## config.mk

```make
export PLATFORM = sky130hd
export DESIGN_NAME = overwrite_ring_fifo_top_flat
export DESIGN_NICKNAME = d
export VERILOG_FILES = /design/src/rtl/core/orf_pkg.sv /design/src/rtl/core/orf_in_if.sv /design/src/rtl/core/orf_out_if.sv /design/src/rtl/core/orf_ram.sv /design/src/rtl/core/orf_ctrl.sv /design/src/rtl/core/overwrite_ring_fifo_top.sv /design/src/flat_wrapper.sv
export SDC_FILE = /design/constraint.sdc
export NUM_CORES = 2
export LEC_CHECK = 0
export BUFFER_PORTS_ARGS = -buffer_cell sky130_fd_sc_hd__buf_2
export CORE_ASPECT_RATIO = 1.4
export CORE_UTILIZATION = 25
export CTS_CLUSTER_DIAMETER = 30
export DETAILED_ROUTE_END_ITERATION = 16
export PLACE_DENSITY = 0.42
export SLEW_MARGIN = 20
export SYNTH_ARGS = -nofsm -noshare
export SYNTH_HDL_FRONTEND = slang
export SYNTH_SLANG_ARGS = --single-unit
```

## constraint.sdc

```tcl
create_clock -name clk -period 4.7 [get_ports clk]
set_input_delay 0.47 -clock clk [delete_from_list [all_inputs] [get_ports clk]]
set_output_delay 0.47 -clock clk [all_outputs]
set_load 0.02 [all_outputs]
```

## src/rtl/core/orf_pkg.sv

```systemverilog
// ----------------------------------------------------------------------------
// orf_pkg: shared types and constants of the overwrite ring FIFO
// Field widths, action codes, controller states and the result word layout.
// ----------------------------------------------------------------------------
package orf_pkg;

  localparam int ACT_W      = 2;
  localparam int IN_WORD_W  = 32;
  localparam int OUT_WORD_W = 32;
  localparam int FILL_W     = 7;
  localparam int MAX_WORD_W = 64;

  typedef enum logic [ACT_W-1:0] {
    ACT_PUSH  = 2'd0,
    ACT_POP   = 2'd1,
    ACT_CLEAR = 2'd2,
    ACT_DUMP  = 2'd3
  } action_t;

  typedef enum logic [1:0] {
    ST_IDLE = 2'b01,
    ST_RUN  = 2'b10
  } state_t;

  typedef struct packed {
    logic [OUT_WORD_W-1:0] out_word;
    logic                  word_valid;
    logic                  overwrote;
    logic                  is_empty;
    logic                  is_full;
    logic [FILL_W-1:0]     fill_count;
    logic                  last_of_run;
  } result_t;

endpackage

```

## src/rtl/core/orf_in_if.sv

```systemverilog
// ----------------------------------------------------------------------------
// orf_in_if: command channel of the overwrite ring FIFO
// Valid/ready channel that carries one action and one word to push.
// ----------------------------------------------------------------------------
interface orf_in_if;
  logic                           valid;
  logic                           ready;
  logic [orf_pkg::ACT_W-1:0]      action;
  logic [orf_pkg::IN_WORD_W-1:0]  push_word;

  modport source (output valid, output action, output push_word, input ready);
  modport sink   (input valid, input action, input push_word, output ready);
endinterface

```

## src/rtl/core/orf_out_if.sv

```systemverilog
// ----------------------------------------------------------------------------
// orf_out_if: result channel of the overwrite ring FIFO
// Valid/ready channel that carries one result word with queue status.
// ----------------------------------------------------------------------------
interface orf_out_if;
  logic                           valid;
  logic                           ready;
  logic [orf_pkg::OUT_WORD_W-1:0] out_word;
  logic                           word_valid;
  logic                           overwrote;
  logic                           is_empty;
  logic                           is_full;
  logic [orf_pkg::FILL_W-1:0]     fill_count;
  logic                           last_of_run;

  modport source (output valid, output out_word, output word_valid, output overwrote,
                  output is_empty, output is_full, output fill_count,
                  output last_of_run, input ready);
  modport sink   (input valid, input out_word, input word_valid, input overwrote,
                  input is_empty, input is_full, input fill_count,
                  input last_of_run, output ready);
endinterface

```

## src/rtl/core/orf_ram.sv

```systemverilog
// ----------------------------------------------------------------------------
// orf_ram: generic single-port-write, single-port-read RAM
// One write and one read per cycle; read data is registered and holds its
// value while no read is issued.
// ----------------------------------------------------------------------------
module orf_ram #(
  parameter int WIDTH = 32,
  parameter int DEPTH = 64
) (
  input  logic                     clk,
  input  logic                     we,
  input  logic [$clog2(DEPTH)-1:0] waddr,
  input  logic [WIDTH-1:0]         wdata,
  input  logic                     re,
  input  logic [$clog2(DEPTH)-1:0] raddr,
  output logic [WIDTH-1:0]         rdata
);

  logic [WIDTH-1:0] mem [DEPTH];
  logic [WIDTH-1:0] rdata_r;

  always_ff @(posedge clk) begin
    if (we) begin
      mem[waddr] <= wdata;
    end
    if (re) begin
      rdata_r <= mem[raddr];
    end
  end

  assign rdata = rdata_r;

endmodule

```

## src/rtl/core/orf_ctrl.sv

```systemverilog
// ----------------------------------------------------------------------------
// orf_ctrl: queue controller of the overwrite ring FIFO
// Keeps head, tail and fill count, drives the slot RAM, sequences pops and
// dumps through the RAM read port and holds the result output register.
// ----------------------------------------------------------------------------
module orf_ctrl #(
  parameter int DEPTH     = 64,
  parameter int WORD_BITS = 32
) (
  input  logic                     clk,
  input  logic                     rst_n,
  orf_in_if.sink                   in_ch,
  orf_out_if.source                out_ch,
  output logic                     ram_we,
  output logic [$clog2(DEPTH)-1:0] ram_waddr,
  output logic [WORD_BITS-1:0]     ram_wdata,
  output logic                     ram_re,
  output logic [$clog2(DEPTH)-1:0] ram_raddr,
  input  logic [WORD_BITS-1:0]     ram_rdata
);

  localparam int IDX_W = $clog2(DEPTH);
  localparam int CNT_W = $clog2(DEPTH + 1);
  localparam logic [IDX_W-1:0] LAST_IDX = IDX_W'(DEPTH - 1);
  localparam logic [CNT_W-1:0] FULL_CNT = CNT_W'(DEPTH);

  orf_pkg::state_t  state_r, state_nxt;
  logic [IDX_W-1:0] head_r, head_nxt;
  logic [IDX_W-1:0] tail_r, tail_nxt;
  logic [IDX_W-1:0] rd_ptr_r, rd_ptr_nxt;
  logic [CNT_W-1:0] count_r, count_nxt;
  logic [CNT_W-1:0] rem_r, rem_nxt;
  logic             out_valid_r, out_valid_nxt;
  orf_pkg::result_t out_res_r, out_res_nxt;

  logic                         out_free;
  logic                         in_fire;
  logic                         is_full_now;
  logic [orf_pkg::MAX_WORD_W-1:0] push_ext;
  logic [orf_pkg::MAX_WORD_W-1:0] rd_ext;

  function automatic logic [IDX_W-1:0] wrap_next(input logic [IDX_W-1:0] idx);
    return (idx == LAST_IDX) ? '0 : idx + 1'b1;
  endfunction

  function automatic orf_pkg::result_t build_res(
    input logic [orf_pkg::OUT_WORD_W-1:0] word,
    input logic                           valid,
    input logic                           ovw,
    input logic [CNT_W-1:0]               cnt,
    input logic                           last
  );
    orf_pkg::result_t r;
    r.out_word    = word;
    r.word_valid  = valid;
    r.overwrote   = ovw;
    r.is_empty    = (cnt == '0);
    r.is_full     = (cnt == FULL_CNT);
    r.fill_count  = orf_pkg::FILL_W'(cnt);
    r.last_of_run = last;
    return r;
  endfunction

  assign out_free    = !out_valid_r || out_ch.ready;
  assign in_ch.ready = (state_r == orf_pkg::ST_IDLE) && out_free;
  assign in_fire     = in_ch.valid && in_ch.ready;
  assign is_full_now = (count_r == FULL_CNT);
  assign push_ext    = orf_pkg::MAX_WORD_W'(in_ch.push_word);
  assign rd_ext      = orf_pkg::MAX_WORD_W'(ram_rdata);

  always_comb begin
    state_nxt     = state_r;
    head_nxt      = head_r;
    tail_nxt      = tail_r;
    rd_ptr_nxt    = rd_ptr_r;
    count_nxt     = count_r;
    rem_nxt       = rem_r;
    out_valid_nxt = out_valid_r && !out_ch.ready;
    out_res_nxt   = out_res_r;
    ram_we        = 1'b0;
    ram_waddr     = tail_r;
    ram_wdata     = push_ext[WORD_BITS-1:0];
    ram_re        = 1'b0;
    ram_raddr     = head_r;

    unique case (state_r)
      orf_pkg::ST_IDLE: begin
        if (in_fire) begin
          unique case (orf_pkg::action_t'(in_ch.action))
            orf_pkg::ACT_PUSH: begin
              // A push on a full queue drops the oldest word by moving head.
              ram_we    = 1'b1;
              tail_nxt  = wrap_next(tail_r);
              head_nxt  = is_full_now ? wrap_next(head_r) : head_r;
              count_nxt = is_full_now ? count_r : count_r + 1'b1;
              out_valid_nxt = 1'b1;
              out_res_nxt   = build_res('0, 1'b0, is_full_now, count_nxt, 1'b1);
            end
            orf_pkg::ACT_POP: begin
              if (count_r == '0) begin
                out_valid_nxt = 1'b1;
                out_res_nxt   = build_res('0, 1'b0, 1'b0, count_r, 1'b1);
              end else begin
                // The word comes back from the RAM in the next cycle.
                ram_re    = 1'b1;
                head_nxt  = wrap_next(head_r);
                count_nxt = count_r - 1'b1;
                rem_nxt   = '0;
                state_nxt = orf_pkg::ST_RUN;
              end
            end
            orf_pkg::ACT_CLEAR: begin
              head_nxt      = '0;
              tail_nxt      = '0;
              count_nxt     = '0;
              out_valid_nxt = 1'b1;
              out_res_nxt   = build_res('0, 1'b0, 1'b0, '0, 1'b1);
            end
            orf_pkg::ACT_DUMP: begin
              if (count_r == '0) begin
                out_valid_nxt = 1'b1;
                out_res_nxt   = build_res('0, 1'b0, 1'b0, count_r, 1'b1);
              end else begin
                ram_re     = 1'b1;
                rd_ptr_nxt = wrap_next(head_r);
                rem_nxt    = count_r - 1'b1;
                state_nxt  = orf_pkg::ST_RUN;
              end
            end
            default: ;
          endcase
        end
      end
      orf_pkg::ST_RUN: begin
        // One read is always outstanding here; the next read is issued only
        // when the current word moves into the output register.
        if (out_free) begin
          out_valid_nxt = 1'b1;
          out_res_nxt   = build_res(rd_ext[orf_pkg::OUT_WORD_W-1:0], 1'b1, 1'b0,
                                    count_r, rem_r == '0);
          if (rem_r == '0) begin
            state_nxt = orf_pkg::ST_IDLE;
          end else begin
            ram_re     = 1'b1;
            ram_raddr  = rd_ptr_r;
            rd_ptr_nxt = wrap_next(rd_ptr_r);
            rem_nxt    = rem_r - 1'b1;
          end
        end
      end
      default: state_nxt = orf_pkg::ST_IDLE;
    endcase
  end

  always_ff @(posedge clk) begin
    if (!rst_n) begin
      state_r     <= orf_pkg::ST_IDLE;
      head_r      <= '0;
      tail_r      <= '0;
      count_r     <= '0;
      rem_r       <= '0;
      rd_ptr_r    <= '0;
      out_valid_r <= 1'b0;
    end else begin
      state_r     <= state_nxt;
      head_r      <= head_nxt;
      tail_r      <= tail_nxt;
      count_r     <= count_nxt;
      rem_r       <= rem_nxt;
      rd_ptr_r    <= rd_ptr_nxt;
      out_valid_r <= out_valid_nxt;
    end
  end

  always_ff @(posedge clk) begin
    out_res_r <= out_res_nxt;
  end

  assign out_ch.valid       = out_valid_r;
  assign out_ch.out_word    = out_res_r.out_word;
  assign out_ch.word_valid  = out_res_r.word_valid;
  assign out_ch.overwrote   = out_res_r.overwrote;
  assign out_ch.is_empty    = out_res_r.is_empty;
  assign out_ch.is_full     = out_res_r.is_full;
  assign out_ch.fill_count  = out_res_r.fill_count;
  assign out_ch.last_of_run = out_res_r.last_of_run;

  a_count_bound: assert property (@(posedge clk) disable iff (!rst_n)
    count_r <= FULL_CNT)
    else $error("fill count above queue depth");

  a_ptr_meet: assert property (@(posedge clk) disable iff (!rst_n)
    (count_r == '0 || count_r == FULL_CNT) |-> (head_r == tail_r))
    else $error("head and tail disagree with an empty or full queue");

  a_run_rem: assert property (@(posedge clk) disable iff (!rst_n)
    (state_r == orf_pkg::ST_RUN) |-> (rem_r < FULL_CNT && !ram_we))
    else $error("run sequencer out of range or writing the RAM");

  a_run_end: assert property (@(posedge clk) disable iff (!rst_n)
    ($past(state_r) == orf_pkg::ST_RUN && state_r == orf_pkg::ST_IDLE)
      |-> (out_valid_r && out_res_r.last_of_run && out_res_r.word_valid))
    else $error("run ended without a final marked word");

endmodule

```

## src/rtl/core/overwrite_ring_fifo_top.sv

```systemverilog
// Push and clear results, and results of pop or dump on an empty queue, appear
// in the result register in the cycle after the command word is accepted.
// Pop and dump words pass through the registered read port of the slot RAM
// and then the result register, one word per cycle while out_ch is not stalled.
// Throughput: one push or clear per cycle while out_ch takes each result; the next command waits for a run.
// Reset (rst_n low, synchronous) empties the queue; the RAM is not cleared.
// ----------------------------------------------------------------------------
// overwrite_ring_fifo_top: ring FIFO that overwrites its oldest word
// Slot RAM plus queue controller with a registered result output.
// ----------------------------------------------------------------------------
module overwrite_ring_fifo_top #(
  parameter int DEPTH     = 64,
  parameter int WORD_BITS = 32
) (
  input  logic       clk,
  input  logic       rst_n,
  orf_in_if.sink     in_ch,
  orf_out_if.source  out_ch
);

  localparam int IDX_W = $clog2(DEPTH);

  logic                 ram_we;
  logic [IDX_W-1:0]     ram_waddr;
  logic [WORD_BITS-1:0] ram_wdata;
  logic                 ram_re;
  logic [IDX_W-1:0]     ram_raddr;
  logic [WORD_BITS-1:0] ram_rdata;

  orf_ctrl #(
    .DEPTH     (DEPTH),
    .WORD_BITS (WORD_BITS)
  ) u_ctrl (
    .clk       (clk),
    .rst_n     (rst_n),
    .in_ch     (in_ch),
    .out_ch    (out_ch),
    .ram_we    (ram_we),
    .ram_waddr (ram_waddr),
    .ram_wdata (ram_wdata),
    .ram_re    (ram_re),
    .ram_raddr (ram_raddr),
    .ram_rdata (ram_rdata)
  );

  orf_ram #(
    .WIDTH (WORD_BITS),
    .DEPTH (DEPTH)
  ) u_slot_ram (
    .clk   (clk),
    .we    (ram_we),
    .waddr (ram_waddr),
    .wdata (ram_wdata),
    .re    (ram_re),
    .raddr (ram_raddr),
    .rdata (ram_rdata)
  );

endmodule
```

## src/flat_wrapper.sv

```systemverilog
// flat-port wrapper written by rule: the top's interface ports become plain ports
module overwrite_ring_fifo_top_flat 
#(
  parameter int DEPTH     = 64,
  parameter int WORD_BITS = 32
)
  (clk, rst_n, in_ch_valid, in_ch_action, in_ch_push_word, in_ch_ready, out_ch_valid, out_ch_out_word, out_ch_word_valid, out_ch_overwrote, out_ch_is_empty, out_ch_is_full, out_ch_fill_count, out_ch_last_of_run, out_ch_ready);
  orf_in_if in_ch_i ();
  orf_out_if out_ch_i ();
  input  logic clk;
  input  logic rst_n;
  input wire logic [$bits(in_ch_i.valid)-1:0] in_ch_valid;
  input wire logic [$bits(in_ch_i.action)-1:0] in_ch_action;
  input wire logic [$bits(in_ch_i.push_word)-1:0] in_ch_push_word;
  output wire logic [$bits(in_ch_i.ready)-1:0] in_ch_ready;
  output wire logic [$bits(out_ch_i.valid)-1:0] out_ch_valid;
  output wire logic [$bits(out_ch_i.out_word)-1:0] out_ch_out_word;
  output wire logic [$bits(out_ch_i.word_valid)-1:0] out_ch_word_valid;
  output wire logic [$bits(out_ch_i.overwrote)-1:0] out_ch_overwrote;
  output wire logic [$bits(out_ch_i.is_empty)-1:0] out_ch_is_empty;
  output wire logic [$bits(out_ch_i.is_full)-1:0] out_ch_is_full;
  output wire logic [$bits(out_ch_i.fill_count)-1:0] out_ch_fill_count;
  output wire logic [$bits(out_ch_i.last_of_run)-1:0] out_ch_last_of_run;
  input wire logic [$bits(out_ch_i.ready)-1:0] out_ch_ready;
  assign in_ch_i.valid = in_ch_valid;
  assign in_ch_i.action = in_ch_action;
  assign in_ch_i.push_word = in_ch_push_word;
  assign in_ch_ready = in_ch_i.ready;
  assign out_ch_valid = out_ch_i.valid;
  assign out_ch_out_word = out_ch_i.out_word;
  assign out_ch_word_valid = out_ch_i.word_valid;
  assign out_ch_overwrote = out_ch_i.overwrote;
  assign out_ch_is_empty = out_ch_i.is_empty;
  assign out_ch_is_full = out_ch_i.is_full;
  assign out_ch_fill_count = out_ch_i.fill_count;
  assign out_ch_last_of_run = out_ch_i.last_of_run;
  assign out_ch_i.ready = out_ch_ready;
  overwrite_ring_fifo_top #(.DEPTH(DEPTH), .WORD_BITS(WORD_BITS)) u_core (.clk(clk), .rst_n(rst_n), .in_ch(in_ch_i), .out_ch(out_ch_i));
endmodule
```

==> metrics.md <==
| Metric | Value |
|---|---|
| Status | `complete, no violations` |
| Utilization after layout | `0.3160` |
| Area Overhead vs Synth | `25.92%` |
| Longest Clk Path Bufs | `4` |
| Effective utilization at floorplan | `0.2510` |
| Endpoints failing hold | `0` |
| Ys async rst share | `0` |
| DRC violation count after routing | `0` |
| GRT overflow | `0` |
| Iter 0 DRT Violations | `about 3.9k` |
| Post-CTS Setup Bufs | `0` |
| Largest net degree at the start of global routing | `74` |
| WL/cell | `just under 30 um` |
| Worst Skew | `a little under 0.07 ns` |
| Worst setup margin | `between 0.1 and 0.15 ns` |
| NetSw | `between 0.01 and 0.015 W` |
| Share of cells above drive strength 1 | `0.2043` |
| Placer congestion estimate | `around 0.77` |
| Top cell type's share of synthesized area | `0.7680` |
| FF-to-FF setup slack | `roughly 0.15 ns` |
| Post-route ant nets | `0` |
| Switching share of total power | `0.2285` |
| Pint | `about 0.04 W` |
| H-tree depth | `5` |
| Max Cap Viol | `0` |
| Sink Count | `roughly 2.2k` |
| Setup violations, final | `0` |
| Ports | `between 80 and 90` |
| Number of synthesized flops with an enable pin | `roughly 2.1k` |
| Slowest cell delay on critical path | `around 0.86 ns` |
| Highest Clock Rate | `219.6 MHz` |
| Period utilization | `0.9687` |
| CTS root buf | `clkbuf_16` |
| Primary FF master, synth | `edfxtp_1` |
| Gate power share | `0.060` |
| Vias in the first global route | `46.88k` |
| Buffers on Ports | `slightly above 80` |
| Final HPWL DP | `~160 mm` |
| Average size of a mapped cell | `18.07 um2` |
| Worst slack, placed | `between 0.15 and 0.2 ns` |
| Critical path capture point type | `flop` |
| Crit path DAT | `between 5 and 6 ns` |
| HP Start | `out_ch_ready` |
| PD cells | `494.9 nW/um2` |
| Vias | `45.89k` |
| Critical path's top delay family | `compound AO/OA/AOI/OAI gates` |
| Netlist cell types | `just under 60` |
| CTS tree | `done` |
| Seq cells post-synth | `between 2k and 2.5k` |
| Detailed Route WL | `282.9 mm` |
| Worst path required time | `~5.3 ns` |
| CTS buffer count | `about 370` |
| Static leakage | `39.34 nW` |
| Critical path's most frequent cell | `buf_4` |
| Die width | `about 500 um` |
| Area contributors post-synth | `edfxtp_1 (77%), mux2i_1 (12%), o22ai_1 (3.9%), o41ai_1 (1.0%), dfxtp_1 (0.84%)` |
| Die area | `between 300000 and 400000 um2` |
| Slowest-stage cell, CP | `o41ai_1` |
| Floorplan core area | `between 300000 and 400000 um2` |
| Fin nets | `just over 5k` |
| Flop pwr share | `0.418` |
| Initial antenna violation count | `27` |
| R2R Path Start | `u_core.u_ctrl.rem_r[0]` |
| Power, Total | `roughly 0.052 W` |
| Router iterations before antenna repair | `5` |
| Slew headroom | `0.2576` |
| Worst hold path type | `in2reg` |
| Setup crit start kind | `flop` |
| Yosys warnings | `0` |
| Unrepaired setup endpoints after global routing | `false` |
| Worst vdd ir | `0.3725 mV` |
| CP Cell Sequence | `inv_1 -> ha_1 -> or4b_4 -> o311ai_4 -> buf_4 -> nor4_1 -> a31oi_4 -> buf_12 -> o22ai_1 -> o41ai_1 -> buf_4 -> o2111ai_1` |
| Row count | `between 200 and 300` |
| Reg clk slew, reported paths | `~0.050 ns` |
| Tot GR Track Use | `0.1654` |
| Tightest Pin Transition | `approximately 1.1 ns` |
| Worst Path Buf+Inv | `4` |
| Sequential area share after synthesis | `0.7764` |
| Worst skew pair latency | `roughly 0.9 ns` |
| Max-slew violations | `0` |
| CP Launch Point | `u_core.u_ctrl.rem_r[0]` |
| First-pass GRT wire length | `~390 mm` |
| Crit Path Class | `reg2reg` |
| Cell taking the most area after synthesis | `edfxtp_1` |
| Die height | `between 600 and 700 um` |
| Syn Nets | `roughly 4.6k` |
| Vias per Instance | `roughly 4.7` |
| CP max FO | `23` |
| Post-Syn Area | `a little over 80000 um2` |
| Clock power share | `0.523` |
| Post-Syn Instances | `4595` |
| Post-layout min period | `4.553 ns` |
==> power groups by stage <==
stage          registers, W  clock network (W)  logic, W
6_report             0.0216             0.0270   0.00310
5_1_grt              0.0216             0.0283   0.00332
3_5_place_dp         0.0220                  0   0.00313
2_1_floorplan        0.0221                  0   0.00176
3_3_place_gp         0.0220                  0   0.00311
4_1_cts              0.0216             0.0275   0.00314
==> path summary, 6_finish.rpt <==
path                                               endpoint  cells past startpoint
worst max-delay path            u_core.u_slot_ram.rdata[25]                     12
worst min-delay path             u_core.u_ctrl.out_ch.valid                      5
worst max register to register  u_core.u_slot_ram.rdata[25]                     12
worst min register to register     u_core.u_ctrl.state_r[0]                      1
==> layer usage <==
metal	vias up	track usage	wire, um
met2	1254	0.2932	145600
li1	19894	-	-
met5	-	0	50
met4	8	0.05018	7599
met1	24356	0.2035	116400
met3	381	0.02683	13270
==> cells by family (layout without fill, tap and decap cells) <==
group           count (synthesis)  count (layout)  synth area share
flops                        2159            2159            0.7764
simple gates                  316             316           0.01898
mux                          1027            1027            0.1238
xor+xnor                       14              14          0.001476
fa+ha+maj                      14              14          0.002109
compound gates                763             763           0.06183
buf+inv                       302            1095           0.01543
other cells                     0               7                 0
==> sequential cells by signal (all words and copies together), names as in the netlist <==
register	count
u_core.u_ctrl.count_r	7
u_core.u_ctrl.head_r	6
u_core.u_ctrl.out_ch.fill_count	7
u_core.u_ctrl.out_ch.is_empty	1
u_core.u_ctrl.out_ch.is_full	1
u_core.u_ctrl.out_ch.last_of_run	1
u_core.u_ctrl.out_ch.out_word	32
u_core.u_ctrl.out_ch.overwrote	1
u_core.u_ctrl.out_ch.valid	1
u_core.u_ctrl.out_ch.word_valid	1
u_core.u_ctrl.ram_waddr	6
u_core.u_ctrl.rd_ptr_r	6
u_core.u_ctrl.rem_r	7
u_core.u_ctrl.state_r	2
u_core.u_slot_ram.mem	2048
u_core.u_slot_ram.rdata	32
==> layout make-up <==
cell class	instances	area, um2
inverter	19	71.32
antenna	7	17.52
timing repair buffer	405	3949
sequential	2159	64480
clock buffer	411	9540
fill	32221	226400
clock inverter	260	2984
multi-input combinational	2134	18020
tap	4410	5518
==> synth_stat cells (all sizes together), types with 4 or more instances <==
cell and instances:
a21boi 9, a21oi 26, a22oi 6, a31oi 12
and2 39, and3 6, buf 132, clkbuf 151
dfxtp 35, edfxtp 2124, ha 14, inv 18
mux2i 1027, nand2 59, nand2b 5, nand3 18
nor2 101, nor2b 17, nor3 12, nor4 35
o2111ai 32, o211a 6, o21ai 34, o221ai 4
o22ai 517, o41ai 96, or3 9, xnor2 8
xor2 6
==> stage by stage <==
stage	hold slack [ns]	cells	cell area, um2	setup TNS [ns]
6_report	0.09306	9805	104600	0
5_1_grt	0.06363	9799	104600	0
2_1_floorplan	0.4531	4595	83050	0
3_5_place_dp	0.4859	9125	91970	0
3_3_place_gp	0.4716	9124	91940	-0.09889
4_1_cts	0.01792	9797	104500	0
==> layout by cell type, fill, tap and decap left out, drive strengths merged, types with 59 or more instances in the layout <==
cell    Yosys  layout
edfxtp   2124    2124
mux2i    1027    1027
o22ai     517     517
clkbuf    151     411
buf       132     404
clkinv      1     119
nor2      101     101
o41ai      96      96
inv        18      62
nand2      59      59
==> repair_timing <==
item,CTS,global route
hold buffers,1,0
setup endpoints to repair,0,1
hold endpoints to repair,3,0
resized for setup,0,1
==> worst register-to-register path, stage by stage (launching register included) <==
cell       delay [ns]
dfxtp_1          0.33
inv_1            0.10
ha_1             0.14
or4b_4           0.49
o311ai_4         0.32
buf_4            0.44
nor4_1           0.16
a31oi_4          0.62
buf_12           0.30
o22ai_1          0.13
o41ai_1          0.86
buf_4            0.26
o2111ai_1        0.11
Power figures use the tool's default switching activity.
